File: config.mk
export PLATFORM = sky130hd
export DESIGN_NAME = trs_ctrl
export DESIGN_NICKNAME = d
export VERILOG_FILES = /design/src/design/transactional_removal_set_assert.svh /design/src/design/trs_pkg.sv /design/src/design/trs_ctrl.sv
export SDC_FILE = /design/constraint.sdc
export NUM_CORES = 1
export LEC_CHECK = 0
export ABC_AREA = 1
export ABC_CLOCK_PERIOD_IN_PS = 910
export BUFFER_PORTS_ARGS = -buffer_cell sky130_fd_sc_hd__buf_4
export CAP_MARGIN = 20
export CORE_AREA = 2 2 39 41
export DETAILED_ROUTE_END_ITERATION = 6
export DIE_AREA = 0 0 41 43
export SETUP_SLACK_MARGIN = 0.2
export SLEW_MARGIN = 20
export SYNTH_ARGS = -nofsm -noshare
export SYNTH_HDL_FRONTEND = slang
export SYNTH_SLANG_ARGS = --single-unit
export TNS_END_PERCENT = 100
File: constraint.sdc
create_clock -name clk -period 0.91 [get_ports clk]
set_input_delay 0.091 -clock clk [delete_from_list [all_inputs] [get_ports clk]]
set_output_delay 0.091 -clock clk [all_outputs]
set_load 0.05 [all_outputs]
File: src/design/transactional_removal_set_assert.svh
// Assertion macros for the transactional removal set.
// Used by the top level; needs nothing else.
`ifndef TRANSACTIONAL_REMOVAL_SET_ASSERT_SVH
`define TRANSACTIONAL_REMOVAL_SET_ASSERT_SVH

// The consequent must hold in the same cycle as the antecedent.
`define TRS_ASSERT_SAME(label, clk, rst_n, ante, cons, msg) \
	label: assert property (@(posedge clk) disable iff (!(rst_n)) (ante) |-> (cons)) \
		else $error(msg);

// The consequent must hold in the cycle after the antecedent.
`define TRS_ASSERT_NEXT(label, clk, rst_n, ante, cons, msg) \
	label: assert property (@(posedge clk) disable iff (!(rst_n)) (ante) |=> (cons)) \
		else $error(msg);

`endif

File: src/design/trs_pkg.sv
// Shared types and constants of the transactional removal set.
// Depends on nothing; the controller, the datapath and the top level take names from it.
package trs_pkg;

	localparam int OP_W     = 3;
	localparam int ELEM_W   = 8;
	localparam int STATUS_W = 3;
	localparam int COUNT_W  = 11;

	localparam logic [COUNT_W-1:0] COUNT_MAX = 11'd2047;

	localparam logic [OP_W-1:0] OP_LOOKUP = 3'd0;
	localparam logic [OP_W-1:0] OP_REMOVE = 3'd1;
	localparam logic [OP_W-1:0] OP_BEGIN  = 3'd2;
	localparam logic [OP_W-1:0] OP_END    = 3'd3;
	localparam logic [OP_W-1:0] OP_UNDO   = 3'd4;

	localparam logic [STATUS_W-1:0] ST_OK        = 3'd0;
	localparam logic [STATUS_W-1:0] ST_LOG_FULL  = 3'd1;
	localparam logic [STATUS_W-1:0] ST_NEST_FULL = 3'd2;
	localparam logic [STATUS_W-1:0] ST_NO_TRANS  = 3'd3;
	localparam logic [STATUS_W-1:0] ST_SATURATED = 3'd4;

	typedef struct packed {
		logic [OP_W-1:0]   operation;
		logic [ELEM_W-1:0] element;
	} req_item_t;

	typedef struct packed {
		logic                present;
		logic                already_removed;
		logic [STATUS_W-1:0] status;
	} rsp_item_t;

	// Commands from the controller to the datapath.
	typedef struct packed {
		logic clear;
		logic accept;
		logic exec;
		logic walk_rd;
		logic walk_cnt;
		logic walk_wr;
		logic finish;
	} cmd_t;

	// Status from the datapath to the controller.
	typedef struct packed {
		logic clear_last;
		logic undo_go;
		logic walk_more;
	} sts_t;

endpackage

File: src/design/trs_ctrl.sv
// Controller state machine of the transactional removal set.
// Depends on trs_pkg for the command and status structs.
module trs_ctrl (
	input  logic          clk,
	input  logic          arst_n,
	input  logic          req_valid,
	output logic          req_ready,
	output logic          rsp_valid,
	input  logic          rsp_ready,
	output trs_pkg::cmd_t cmd,
	input  trs_pkg::sts_t sts
);

	localparam logic [2:0] S_CLEAR    = 3'd0;
	localparam logic [2:0] S_IDLE     = 3'd1;
	localparam logic [2:0] S_EXEC     = 3'd2;
	localparam logic [2:0] S_WALK_RD  = 3'd3;
	localparam logic [2:0] S_WALK_CNT = 3'd4;
	localparam logic [2:0] S_WALK_WR  = 3'd5;

	logic [2:0] state_q;
	logic [2:0] state_d;
	logic       out_valid_q;
	logic       load;

	always_comb begin
		cmd       = '0;
		req_ready = 1'b0;
		state_d   = state_q;
		unique case (state_q)
			S_CLEAR: begin
				cmd.clear = 1'b1;
				if (sts.clear_last) begin
					state_d = S_IDLE;
				end
			end
			S_IDLE: begin
				req_ready = !out_valid_q || rsp_ready;
				if (req_valid && req_ready) begin
					cmd.accept = 1'b1;
					state_d    = S_EXEC;
				end
			end
			S_EXEC: begin
				cmd.exec = 1'b1;
				state_d  = sts.undo_go ? S_WALK_RD : S_IDLE;
			end
			S_WALK_RD: begin
				if (sts.walk_more) begin
					cmd.walk_rd = 1'b1;
					state_d     = S_WALK_CNT;
				end else begin
					cmd.finish = 1'b1;
					state_d    = S_IDLE;
				end
			end
			S_WALK_CNT: begin
				cmd.walk_cnt = 1'b1;
				state_d      = S_WALK_WR;
			end
			S_WALK_WR: begin
				cmd.walk_wr = 1'b1;
				state_d     = S_WALK_RD;
			end
			default: begin
				state_d = S_IDLE;
			end
		endcase
	end

	assign load      = (cmd.exec && !sts.undo_go) || cmd.finish;
	assign rsp_valid = out_valid_q;

	always_ff @(posedge clk or negedge arst_n) begin
		if (!arst_n) begin
			state_q     <= S_CLEAR;
			out_valid_q <= 1'b0;
		end else begin
			state_q <= state_d;
			if (load) begin
				out_valid_q <= 1'b1;
			end else if (rsp_ready) begin
				out_valid_q <= 1'b0;
			end
		end
	end

endmodule

### Yosys cells after proc, flatten, opt, wreduce, memory -nomap -nowiden

Index checks and enable logic that the tools add are counted.

| operators by class | value |
|---|---|
| equal/unequal tests | 7 |
| mux-type cells | 18 |
| reduce and logical (&&, ||, !) cells | 9 |

Operators by type and width:

| kind | count |
|---|---|
| case mux 3 bit (6 select lines) | 1 |
| two-way mux 1 bit | 13 |
| two-way mux 3 bit | 3 |
| == test 3 x 2 -> 1 bit, second input constant | 2 |
| == test 3 bit, second input constant | 2 |
| != test 2 bit, second input constant | 2 |
| == test 3 x 1 -> 1 bit, second input constant | 1 |
| logical NOT 3 bit | 1 |
| logical AND 1 bit | 2 |
| logical NOT 1 bit | 2 |
| logical OR 1 bit | 2 |
| two-way mux 2 bit | 1 |
| AND reduction 2 bit | 1 |
| nonzero test 2 bit | 1 |

| word-level totals | value |
|---|---|
| flip-flop bits (word level) | 4 |
| input port bits | 7 |
| output and inout port bits | 9 |

### Depth between registers and ports, before layout

Gate-level depths: netlist of the first run.

| depth | value |
|---|---|
| depth in word-level cells | 5 |
| gate-level depth with buffers | 6 |
| mapped depth without buffers | 6 |

### Worst setup path after synthesis of the first run

OpenSTA, ideal clock, no wires.

| path | value |
|---|---|
| path type | register to output |
| start point | register state_q[1] |
| end point | output cmd[1] (netlist bit) |
| data arrival time | 1.523 ns |
| required time | 0.819 ns |
| slack | -0.704 ns |
| stages on the path, launching flop included | 2 |
| path through | dfrtp_1 -> nor3_1 |

RTL lines:

| what | line | RTL |
|---|---|---|
| start, declared | trs_ctrl.sv:21 | `logic [2:0] state_q;` |
| start signal, assigned | trs_ctrl.sv:79 | `state_q <= state_d;` |
| end, declared | trs_ctrl.sv:10 | `output trs_pkg::cmd_t cmd,` |

### Final worst setup path of the first run

| path | value |
|---|---|
| start point | register state_q[2] |
| end point | output req_ready |

| on the way | value |
|---|---|
| word-level cells in the longest chain between the ends | 2 |

RTL lines:

| what | line | RTL |
|---|---|---|
| == test 3 x 1 -> 1 bit | trs_ctrl.sv:30 | `unique case (state_q)` |
| two-way mux 1 bit | trs_ctrl.sv:30 |  |
| end, declared | trs_ctrl.sv:7 | `output logic req_ready,` |

No other way between the ends.

==> results of run 1 <==
==> path summary, 6_finish.rpt <==
check	from	to	slack, ps
worst max-delay path	state_q[2]$_DFFE_PN0P_	req_ready	-420
worst min-delay path	sts[2]	state_q[0]$_DFFE_PN0P_	110
worst max register to register	state_q[2]$_DFFE_PN0P_	state_q[1]$_DFFE_PN0P_	-340
worst min register to register	state_q[2]$_DFFE_PN0P_	state_q[2]$_DFFE_PN0P_	670
max in group asynchronous	arst_n	state_q[2]$_DFFE_PN0P_	630
min in group asynchronous	arst_n	rsp_valid$_DFFE_PN0P_	170
==> layer usage <==
metal	vias up	global-route usage, %	share of wire, %
met4	0	8.00	2.1
met5	-	0	0
met3	3	6.28	6.7
met2	12	17.2	54
met1	166	11.3	37
li1	200	-	-
==> where the power goes <==
part           switching (mW)  internal (mW)  total (mW)
combinational            1.28           1.00        2.28
sequential              0.122          0.271       0.392
clock                  0.0879          0.165       0.253
total                    1.49           1.44        2.93
==> tightest hold or removal path, stage by stage <==
cell	delay, ps
buf_4	80
nor2_1	40
o21ai_2	100
==> per-stage QoR <==
stage,worst slack [ps],total power [mW]
3_3_place_gp,-170,1.98
3_5_place_dp,-181,1.99
6_report,-424,2.93
5_1_grt,-459,3.10
4_1_cts,-419,2.68
2_1_floorplan,-212,1.53
==> synth_stat cells, drive strengths merged <==
cell and instances:
inv 13, nor2 10, nand2 8, dfrtp 4, nand3 4, o21ai 2, a21oi 1, nand4 1
nor3 1
==> cells in the final DEF (no fill, tap or decap), drive strengths merged, types with 2 or more instances in the layout <==
cell,n
nand2,8
nor2,10
dfrtp,4
nand3,4
clkbuf,4
clkinvlp,4
inv,9
buf,28
o21ai,2
==> logic make-up (layout without fill, tap and decap cells) <==
family                 Yosys count  in the layout  share of synthesized area, %
AO/OA/AOI/OAI                    3              3                          6.73
buffers and inverters           13             46                          17.5
flip-flops                       4              4                          35.9
AND/OR/NAND/NOR                 24             24                          39.9
==> what timing repair did <==
item / in CTS / in global routing
hold buffers: 1 / 0
pin swaps: 1 / 0
buffers inserted: 5 / 3
hold endpoints to repair: 4 / 0
cloned: 0 / 0
endpoints found under the setup margin: 13 / 13
resized for setup: 13 / 8
==> cell type report <==
class	count	share of cell area, %
Inverter	13	9.62
Sequential cell	4	14.9
Timing Repair Buffer	29	39.0
Tap cell	16	2.90
Clock buffer	4	3.81
Multi-Input combinational cell	27	29.8
==> sequential cells by signal (all words and copies together) (netlist names) <==
signal	cells
state_q	3
rsp_valid	1
==> flow_summary.yaml, run 1 <==
outcome:
  status: "finished with violations"
  violations: "negative setup slack"
cells_and_area:
  antenna_cells: 0
  final_nets: 85
  stdcell_count: 93
  drive_above_1_share_pct: 75.3
  design_area_um2: 689
  syn2layout_area_growth_pct: 147
  fillers: 133
  multi_input_area_um2: 205
  fin_util_pct: 49.8
  regArea_um2: 103
synthesis:
  syn-num-nets: 51
  avgSynthCellArea_um2: 6.34
  synth-seq-area-share_pct: 35.9
  yosysUniqueCellTypes: 13
  synthesis.area_um2: 279
  yosys-top-cells-area: "dfrtp_1 (36%), inv_1 (15%), nor2_1 (11%)"
  ys_warn_count: 0
  yosysTopAreaCellShare_pct: 35.9
  syn_inst: 44
  yosys_register_bits: 4
  synth_top_area_cell: "dfrtp_1"
worst_hold_path:
  hp-class: "in2reg"
  worstHoldPathCells: 3
global_route:
  track_usage_pct: 11.5
  grt_max_degree: 7
  grt_antenna_before_repair: 0
  grt_pass1_vias: 329
  grt_overflow: 0
  grt_pass1_wl_mm: 1.27
die:
  start_util_pct: 20.2
  fp.dieH_um: 43
  core-area_um2: 1380
  fp.dieArea_um2: 1760
  die_x_um: 41
  rows: 14
  ios: 16
clock_network:
  cts.reportedPaths.clkPinSlew_ps: 30
  cts_max_level: 1
  cts_buffers: 3
  cts_tree: "built"
  clk_latency_ps: 250
  cts_root_buffer: "clkbuf_4"
  cts_buffer_depth: 2
  clock-sinks: 4
timing:
  finClkSkew_ps: 10.1
  fmax_mhz: 750
  hold_violations: 0
  layout_min_cycle_time_ps: 1330
  holdWs_ps: 115
  setup_ws_ps: -424
  worst_pin_slew_ps: 175
  setup_viol: 13
  rsz0062_at_grt: "yes"
  final.setup.tns_ps: -4090
  post-route-period-util_pct: 147
  slew_viol_final: 0
  max_slew_margin_pct: 88.3
critical_path:
  path_cells: "inv_2 -> nand2_2 -> nor2_4 -> inv_2 -> a21oi_4 -> buf_6"
  crit_family: "flip-flops"
  crit_top_cell: "inv_2"
  cp_slowest_cell: "dfrtp_1"
  required_ps: 820
  critPathArrivalTime_ps: 1240
  crit_path_start_kind: "register"
  critPathMaxStageDelay_ps: 380
  crit_type: "reg2out"
  r2r_cells: 10
  worstPathMaxFanout: 3
  crit_buf_inv: 3
  cp.depth: 6
  critPathCaptureType: "output port"
drt:
  num_vias: 381
  antenna_left: 0
  drtPass1Iterations: 2
  routed_wl_um: 898
  viasPerCell: 4.10
  drc: 0
  wire_per_inst_um: 9.66
  drtIter0Drc: 6
power_and_ir_drop:
  leakagePower_nw: 0.330
  irDropWorstVdd_uv: 1800
  powerDensity_nw_per_um2: 4240
placed_design:
  hpwl_um: 593
  placed_cell_area_um2: 515
  portBuffers: 15
  gp_congestion: 0.807
  dp.cells: 80
run:
  maxCapViolCount: 0
No activity file was read; power rests on OpenSTA's default activity.
==> run 2, diff against run 1 <==
--- a/config.mk
+++ b/config.mk
@@ -9,9 +9,12 @@
 export ABC_CLOCK_PERIOD_IN_PS = 910
 export BUFFER_PORTS_ARGS = -buffer_cell sky130_fd_sc_hd__buf_4
 export CAP_MARGIN = 20
-export CORE_AREA = 2 2 39 41
+export CELL_PAD_IN_SITES_DETAIL_PLACEMENT = 2
+export CELL_PAD_IN_SITES_GLOBAL_PLACEMENT = 2
+export CORE_MARGIN = 2
+export CORE_UTILIZATION = 16
 export DETAILED_ROUTE_END_ITERATION = 6
-export DIE_AREA = 0 0 41 43
+export PLACE_DENSITY_LB_ADDON = 0.1
 export SETUP_SLACK_MARGIN = 0.2
 export SLEW_MARGIN = 20
 export SYNTH_ARGS = -nofsm -noshare
==> run 2 against run 1 <==
Compared with the run above:
- largest power group unchanged
- clock-buffer cell count is the same
- clock skew is essentially flat
- worst setup slack gained 20 ps
- sequential power grew 5.4%
- core utilization shrank 10 points
- sequential cell count is the same
- fmax grew 1.5%
- highest routed layer is now met3
- largest cell class unchanged
- the run still ends with negative setup slack left
- final area shrank 2.7%
- via count grew 3.1%
- non-clock buffer count shrank 2
- critical endpoint is now cmd[6]
==> flow_summary.yaml, run 2 (same netlist as run 1, synthesis figures left out) <==
clock_network:
  cts.reportedPaths.clkPinSlew_ps: 40
  cts_tree: "built"
  clk_latency_ps: 240
  cts_buffer_depth: 2
  cts_max_level: 1
  cts_root_buffer: "clkbuf_4"
  cts_buffers: 3
  clock-sinks: 4
timing:
  finClkSkew_ps: 10.3
  rsz0062_at_grt: "yes"
  setup_viol: 13
  final.setup.tns_ps: -3460
  fmax_mhz: 761
  hold_violations: 0
  holdWs_ps: 132
  max_slew_margin_pct: 89.5
  setup_ws_ps: -404
  layout_min_cycle_time_ps: 1310
  post-route-period-util_pct: 144
  worst_pin_slew_ps: 158
  slew_viol_final: 0
critical_path:
  startpoint: "state_q[1]$_DFFE_PN0P_"
  crit_path_start_kind: "register"
  cp_slowest_cell: "dfrtp_2"
  crit_type: "reg2out"
  cp.depth: 4
  rr_endpoint: "rsp_valid$_DFFE_PN0P_"
  crit_family: "flip-flops"
  required_ps: 820
  critPathCapture: "cmd[6]"
  r2r_start: "state_q[1]$_DFFE_PN0P_"
  r2r_cells: 5
  path_cells: "inv_2 -> nand3_2 -> clkinvlp_4 -> buf_4"
  reg2reg_slack_ps: -120
  critPathCaptureType: "output port"
  worstPathMaxFanout: 5
  critPathMaxStageDelay_ps: 450
  critPathArrivalTime_ps: 1220
  crit_buf_inv: 3
power_and_ir_drop:
  irDropWorstVdd_uv: 1440
  leakagePower_nw: 0.310
  p_switching_mw: 1.45
  p_seq_share_pct: 15.2
  clock_power_share_pct: 8.9
  p_comb_share_pct: 75.9
  p_int_mw: 1.27
  p_sw_share_pct: 53.5
  powerDensity_nw_per_um2: 4050
  power.total_mw: 2.72
die:
  ios: 16
  fp.dieArea_um2: 2090
  rows: 15
  core-area_um2: 1690
  fp.dieH_um: 45.8
  die_x_um: 45.8
  start_util_pct: 16.5
placed_design:
  portBuffers: 15
  pre_cts_ws_ps: -195
  dp.cells: 83
  gp_congestion: 0.761
  hpwl_um: 809
  placed_cell_area_um2: 532
drt:
  wire_per_inst_um: 10.6
  drtPass1Iterations: 1
  num_vias: 393
  routed_wl_um: 973
  antenna_left: 0
  drc: 0
  drtIter0Drc: 0
  viasPerCell: 4.27
cells_and_area:
  regMostFlops: "state_q"
  drive_above_1_share_pct: 78.7
  multi_input_area_um2: 218
  stdcell_count: 92
  design_area_um2: 671
  antenna_cells: 0
  final_nets: 83
  regArea_um2: 104
  fin_util_pct: 39.7
  syn2layout_area_growth_pct: 140
  fillers: 201
  largest_register_ffs: 3
  layout_commonest_cell: "buf_4"
global_route:
  grt_max_degree: 7
  grt_overflow: 0
  grt_pass1_vias: 387
  track_usage_pct: 10.9
  grt_antenna_before_repair: 0
  grt_pass1_wl_mm: 1.53
outcome:
  violations: "negative setup slack"
  status: "finished with violations"
worst_hold_path:
  hp-class: "in2reg"
run:
  maxCapViolCount: 0
==> run 2: cell types whose count changed in the layout (fill, tap and decap cells not counted), sizes merged <==
| cell | before | now |
|---|---|---|
| buf | 28 | 26 |
==> run 2: how the worst min path moves through the flow <==
stage          startpoint                     end  slack (ps)  cells after the start
6_report           sts[1]   rsp_valid$_DFFE_PN0P_         130                      4
5_1_grt            sts[2]  state_q[0]$_DFFE_PN0P_         170                      3
4_1_cts            sts[1]   rsp_valid$_DFFE_PN0P_         120                      4
3_5_place_dp       arst_n   rsp_valid$_DFFE_PN0P_        -110                      1
3_3_place_gp       arst_n   rsp_valid$_DFFE_PN0P_        -110                      1
2_1_floorplan      arst_n   rsp_valid$_DFFE_PN0P_        -200                      0
==> run 2: area by class of cell <==
cell class / instances / share of cell area [%]
well taps: 17 / 3.17
flip-flops and latches: 4 / 15.5
inverters: 13 / 9.89
multi-input cells: 27 / 32.5
repair buffers: 27 / 35.1
clock buffers: 4 / 3.92
==> run 2: power by group through the flow <==
stage | combinational (mW) | sequential (mW) | clock (mW)
6_report | 2.06 | 0.413 | 0.242
5_1_grt | 2.21 | 0.422 | 0.270
4_1_cts | 1.94 | 0.378 | 0.255
3_5_place_dp | 1.71 | 0.377 | 0
3_3_place_gp | 1.68 | 0.377 | 0
2_1_floorplan | 1.08 | 0.451 | 0
==> run 2: timing repair <==
item / in CTS / in global routing
hold endpoints to repair: 4 / 0
buffers inserted: 3 / 1
resized for setup: 10 / 10
hold buffers: 1 / 0
setup endpoints to repair: 13 / 13
pin swaps: 1 / 3
==> run 2: per-layer routing <==
layer  global-route usage (%)  vias to the layer above  routed length [um]
met1                     10.6                      189                 350
met2                     19.7                       13                 534
met4                     1.71                        0                   0
li1                         -                      191                   -
met3                     7.14                        0                  88
met5                        0                        -                   0
==> run 2: worst min-delay path: stages <==
cell	delay (ps)
buf_4	80
inv_1	50
nand2_1	60
nand3_1	50
==> run 3, diff against run 2 <==
==> constraint.sdc (replaced) <==
create_clock -name clk -period 0.91 [get_ports clk]
set_input_delay 0.182 -clock clk [delete_from_list [all_inputs] [get_ports clk]]
set_output_delay 0.182 -clock clk [all_outputs]
set_load 0.05 [all_outputs]
==> run 3 against run 2 <==
Compared with the run above:
- the run still ends with negative setup slack left
- non-clock buffer count rose by 8
- critical path depth did not move
- sequential power rose by 5.3%
- final cell count rose by 8.7%
- first-iteration DRC count did not move
- total power rose by 23%
- largest cell class unchanged
==> flow_summary.yaml, run 3 (same netlist as run 1, synthesis figures left out) <==
run:
  maxCapViolCount: 0
timing:
  rsz0062_at_grt: "yes"
  finClkSkew_ps: 10.8
  setup_ws_ps: -518
  max_slew_margin_pct: 85.0
  fmax_mhz: 700
  hold_violations: 0
  worst_pin_slew_ps: 225
  layout_min_cycle_time_ps: 1430
  setup_viol: 13
  post-route-period-util_pct: 157
  slew_viol_final: 0
die:
  die_x_um: 45.8
  fp.dieH_um: 45.8
  rows: 15
  ios: 16
  core-area_um2: 1690
  fp.dieArea_um2: 2090
  start_util_pct: 16.5
clock_network:
  cts_tree: "built"
  cts_buffers: 3
  cts_buffer_depth: 2
  cts.reportedPaths.clkPinSlew_ps: 40
  cts_max_level: 1
  clk_latency_ps: 250
  cts_root_buffer: "clkbuf_4"
  clock-sinks: 4
critical_path:
  worstPathMaxFanout: 6
  critPathMaxStageDelay_ps: 490
  required_ps: 730
  path_cells: "nor2_4 -> inv_4 -> a21oi_4 -> buf_6"
  crit_buf_inv: 2
  crit_type: "reg2out"
  r2r_start: "state_q[1]$_DFFE_PN0P_"
  crit_path_start_kind: "register"
  startpoint: "state_q[1]$_DFFE_PN0P_"
  critPathCaptureType: "output port"
  critPathArrivalTime_ps: 1250
  crit_family: "flip-flops"
  cp_slowest_cell: "dfrtp_2"
cells_and_area:
  design_area_um2: 798
  largest_register_ffs: 3
  drive_above_1_share_pct: 79.5
  antenna_cells: 0
  layout_commonest_cell: "buf_4"
  syn2layout_area_growth_pct: 186
  final_nets: 91
  final_cell_mix: "buf_4 (20), buf_6 (8)"
  regMostFlops: "state_q"
drt:
  viasPerCell: 4.21
  routed_wl_mm: 1.23
  wire_per_inst_um: 12.3
  num_vias: 421
  antenna_left: 0
  drtIter0Drc: 0
  drtPass1Iterations: 1
  drc: 0
global_route:
  grt_overflow: 0
  track_usage_pct: 13.9
  grt_antenna_before_repair: 0
  grt_pass1_vias: 462
  grt_max_degree: 7
  grt_pass1_wl_mm: 1.97
power_and_ir_drop:
  irDropWorstVdd_uv: 1480
  powerDensity_nw_per_um2: 4200
  leakagePower_nw: 0.370
  power.total_mw: 3.36
placed_design:
  gp_congestion: 0.734
  portBuffers: 15
  placed_cell_area_um2: 547
  hpwl_um: 811
outcome:
  violations: "negative setup slack"
  status: "finished with violations"
worst_hold_path:
  hp-class: "in2reg"
  worstHoldStart: "sts[2]"
==> run 3: changes by cell type in the layout (fill, tap and decap cells not counted), moves of 2 or more <==
cell,previous run,this run
nand2_1,3,1
nor2_1,3,5
buf_8,2,5
inv_4,1,3
nor2_2,3,1
inv_2,4,1
buf_6,4,8
==> run 3: metal layers <==
layer	part of all wire (%)	GRT usage, %	vias to the layer above
li1	-	-	208
met1	35	13.4	195
met4	1.1	3.43	0
met2	55	24.8	16
met3	8.6	8.73	2
met5	0	0	-
==> run 3: worst paths after layout <==
kind	end	slack, ps	cells past startpoint
hold / removal	state_q[0]$_DFFE_PN0P_	200	3
min in group asynchronous	rsp_valid$_DFFE_PN0P_	270	2
setup reg to reg	state_q[1]$_DFFE_PN0P_	-410	8
setup / recovery	req_ready	-520	4
hold reg to reg	state_q[2]$_DFFE_PN0P_	680	3
max in group asynchronous	state_q[0]$_DFFE_PN0P_	520	2
==> run 3: report_power, final <==
group / leakage [nW] / total [mW] / internal (mW) / switching, mW
Sequential: 0.0468 / 0.435 / 0.275 / 0.160
Clock: 0.0150 / 0.252 / 0.165 / 0.0865
Combinational: 0.309 / 2.67 / 1.25 / 1.42
==> run 3: area by class of cell <==
cell class	instances	area, um^2
inverter	13	71.3
clock buffer	4	26.3
sequential	4	104
fill	191	891
timing repair buffer	35	345
tap	17	21.3
multi-input combinational	27	230
==> run 3: through the flow <==
step	setup TNS, ps	worst slack [ps]	util (%)	hold slack [ps]	cells
CTS	-5020	-530	44.0	198	96
global placement	-2420	-278	32.4	-18.4	84
global route	-5990	-578	47.3	202	100
floorplan	-1950	-293	-	-114	44
detailed placement	-2620	-296	32.4	-18.0	84
finish	-5160	-518	47.3	200	100
==> run 3: worst reg2reg max path, stage by stage (launching register included) <==
cell and delay [ps]:
dfrtp_2 490, nor2_4 170, buf_4 120, buf_4 90, buf_4 100, buf_6 90, nand2_4 50, nand2_2 60
nor2_2 30
==> run 3: repair_timing <==
| action | CTS | global route |
|---|---|---|
| hold buffers | 1 | 0 |
| setup endpoints to repair | 13 | 13 |
| gates resized for setup | 27 | 7 |
| setup buffers | 7 | 4 |
| endpoints found under the hold margin | 4 | 0 |
| pin swaps | 2 | 0 |
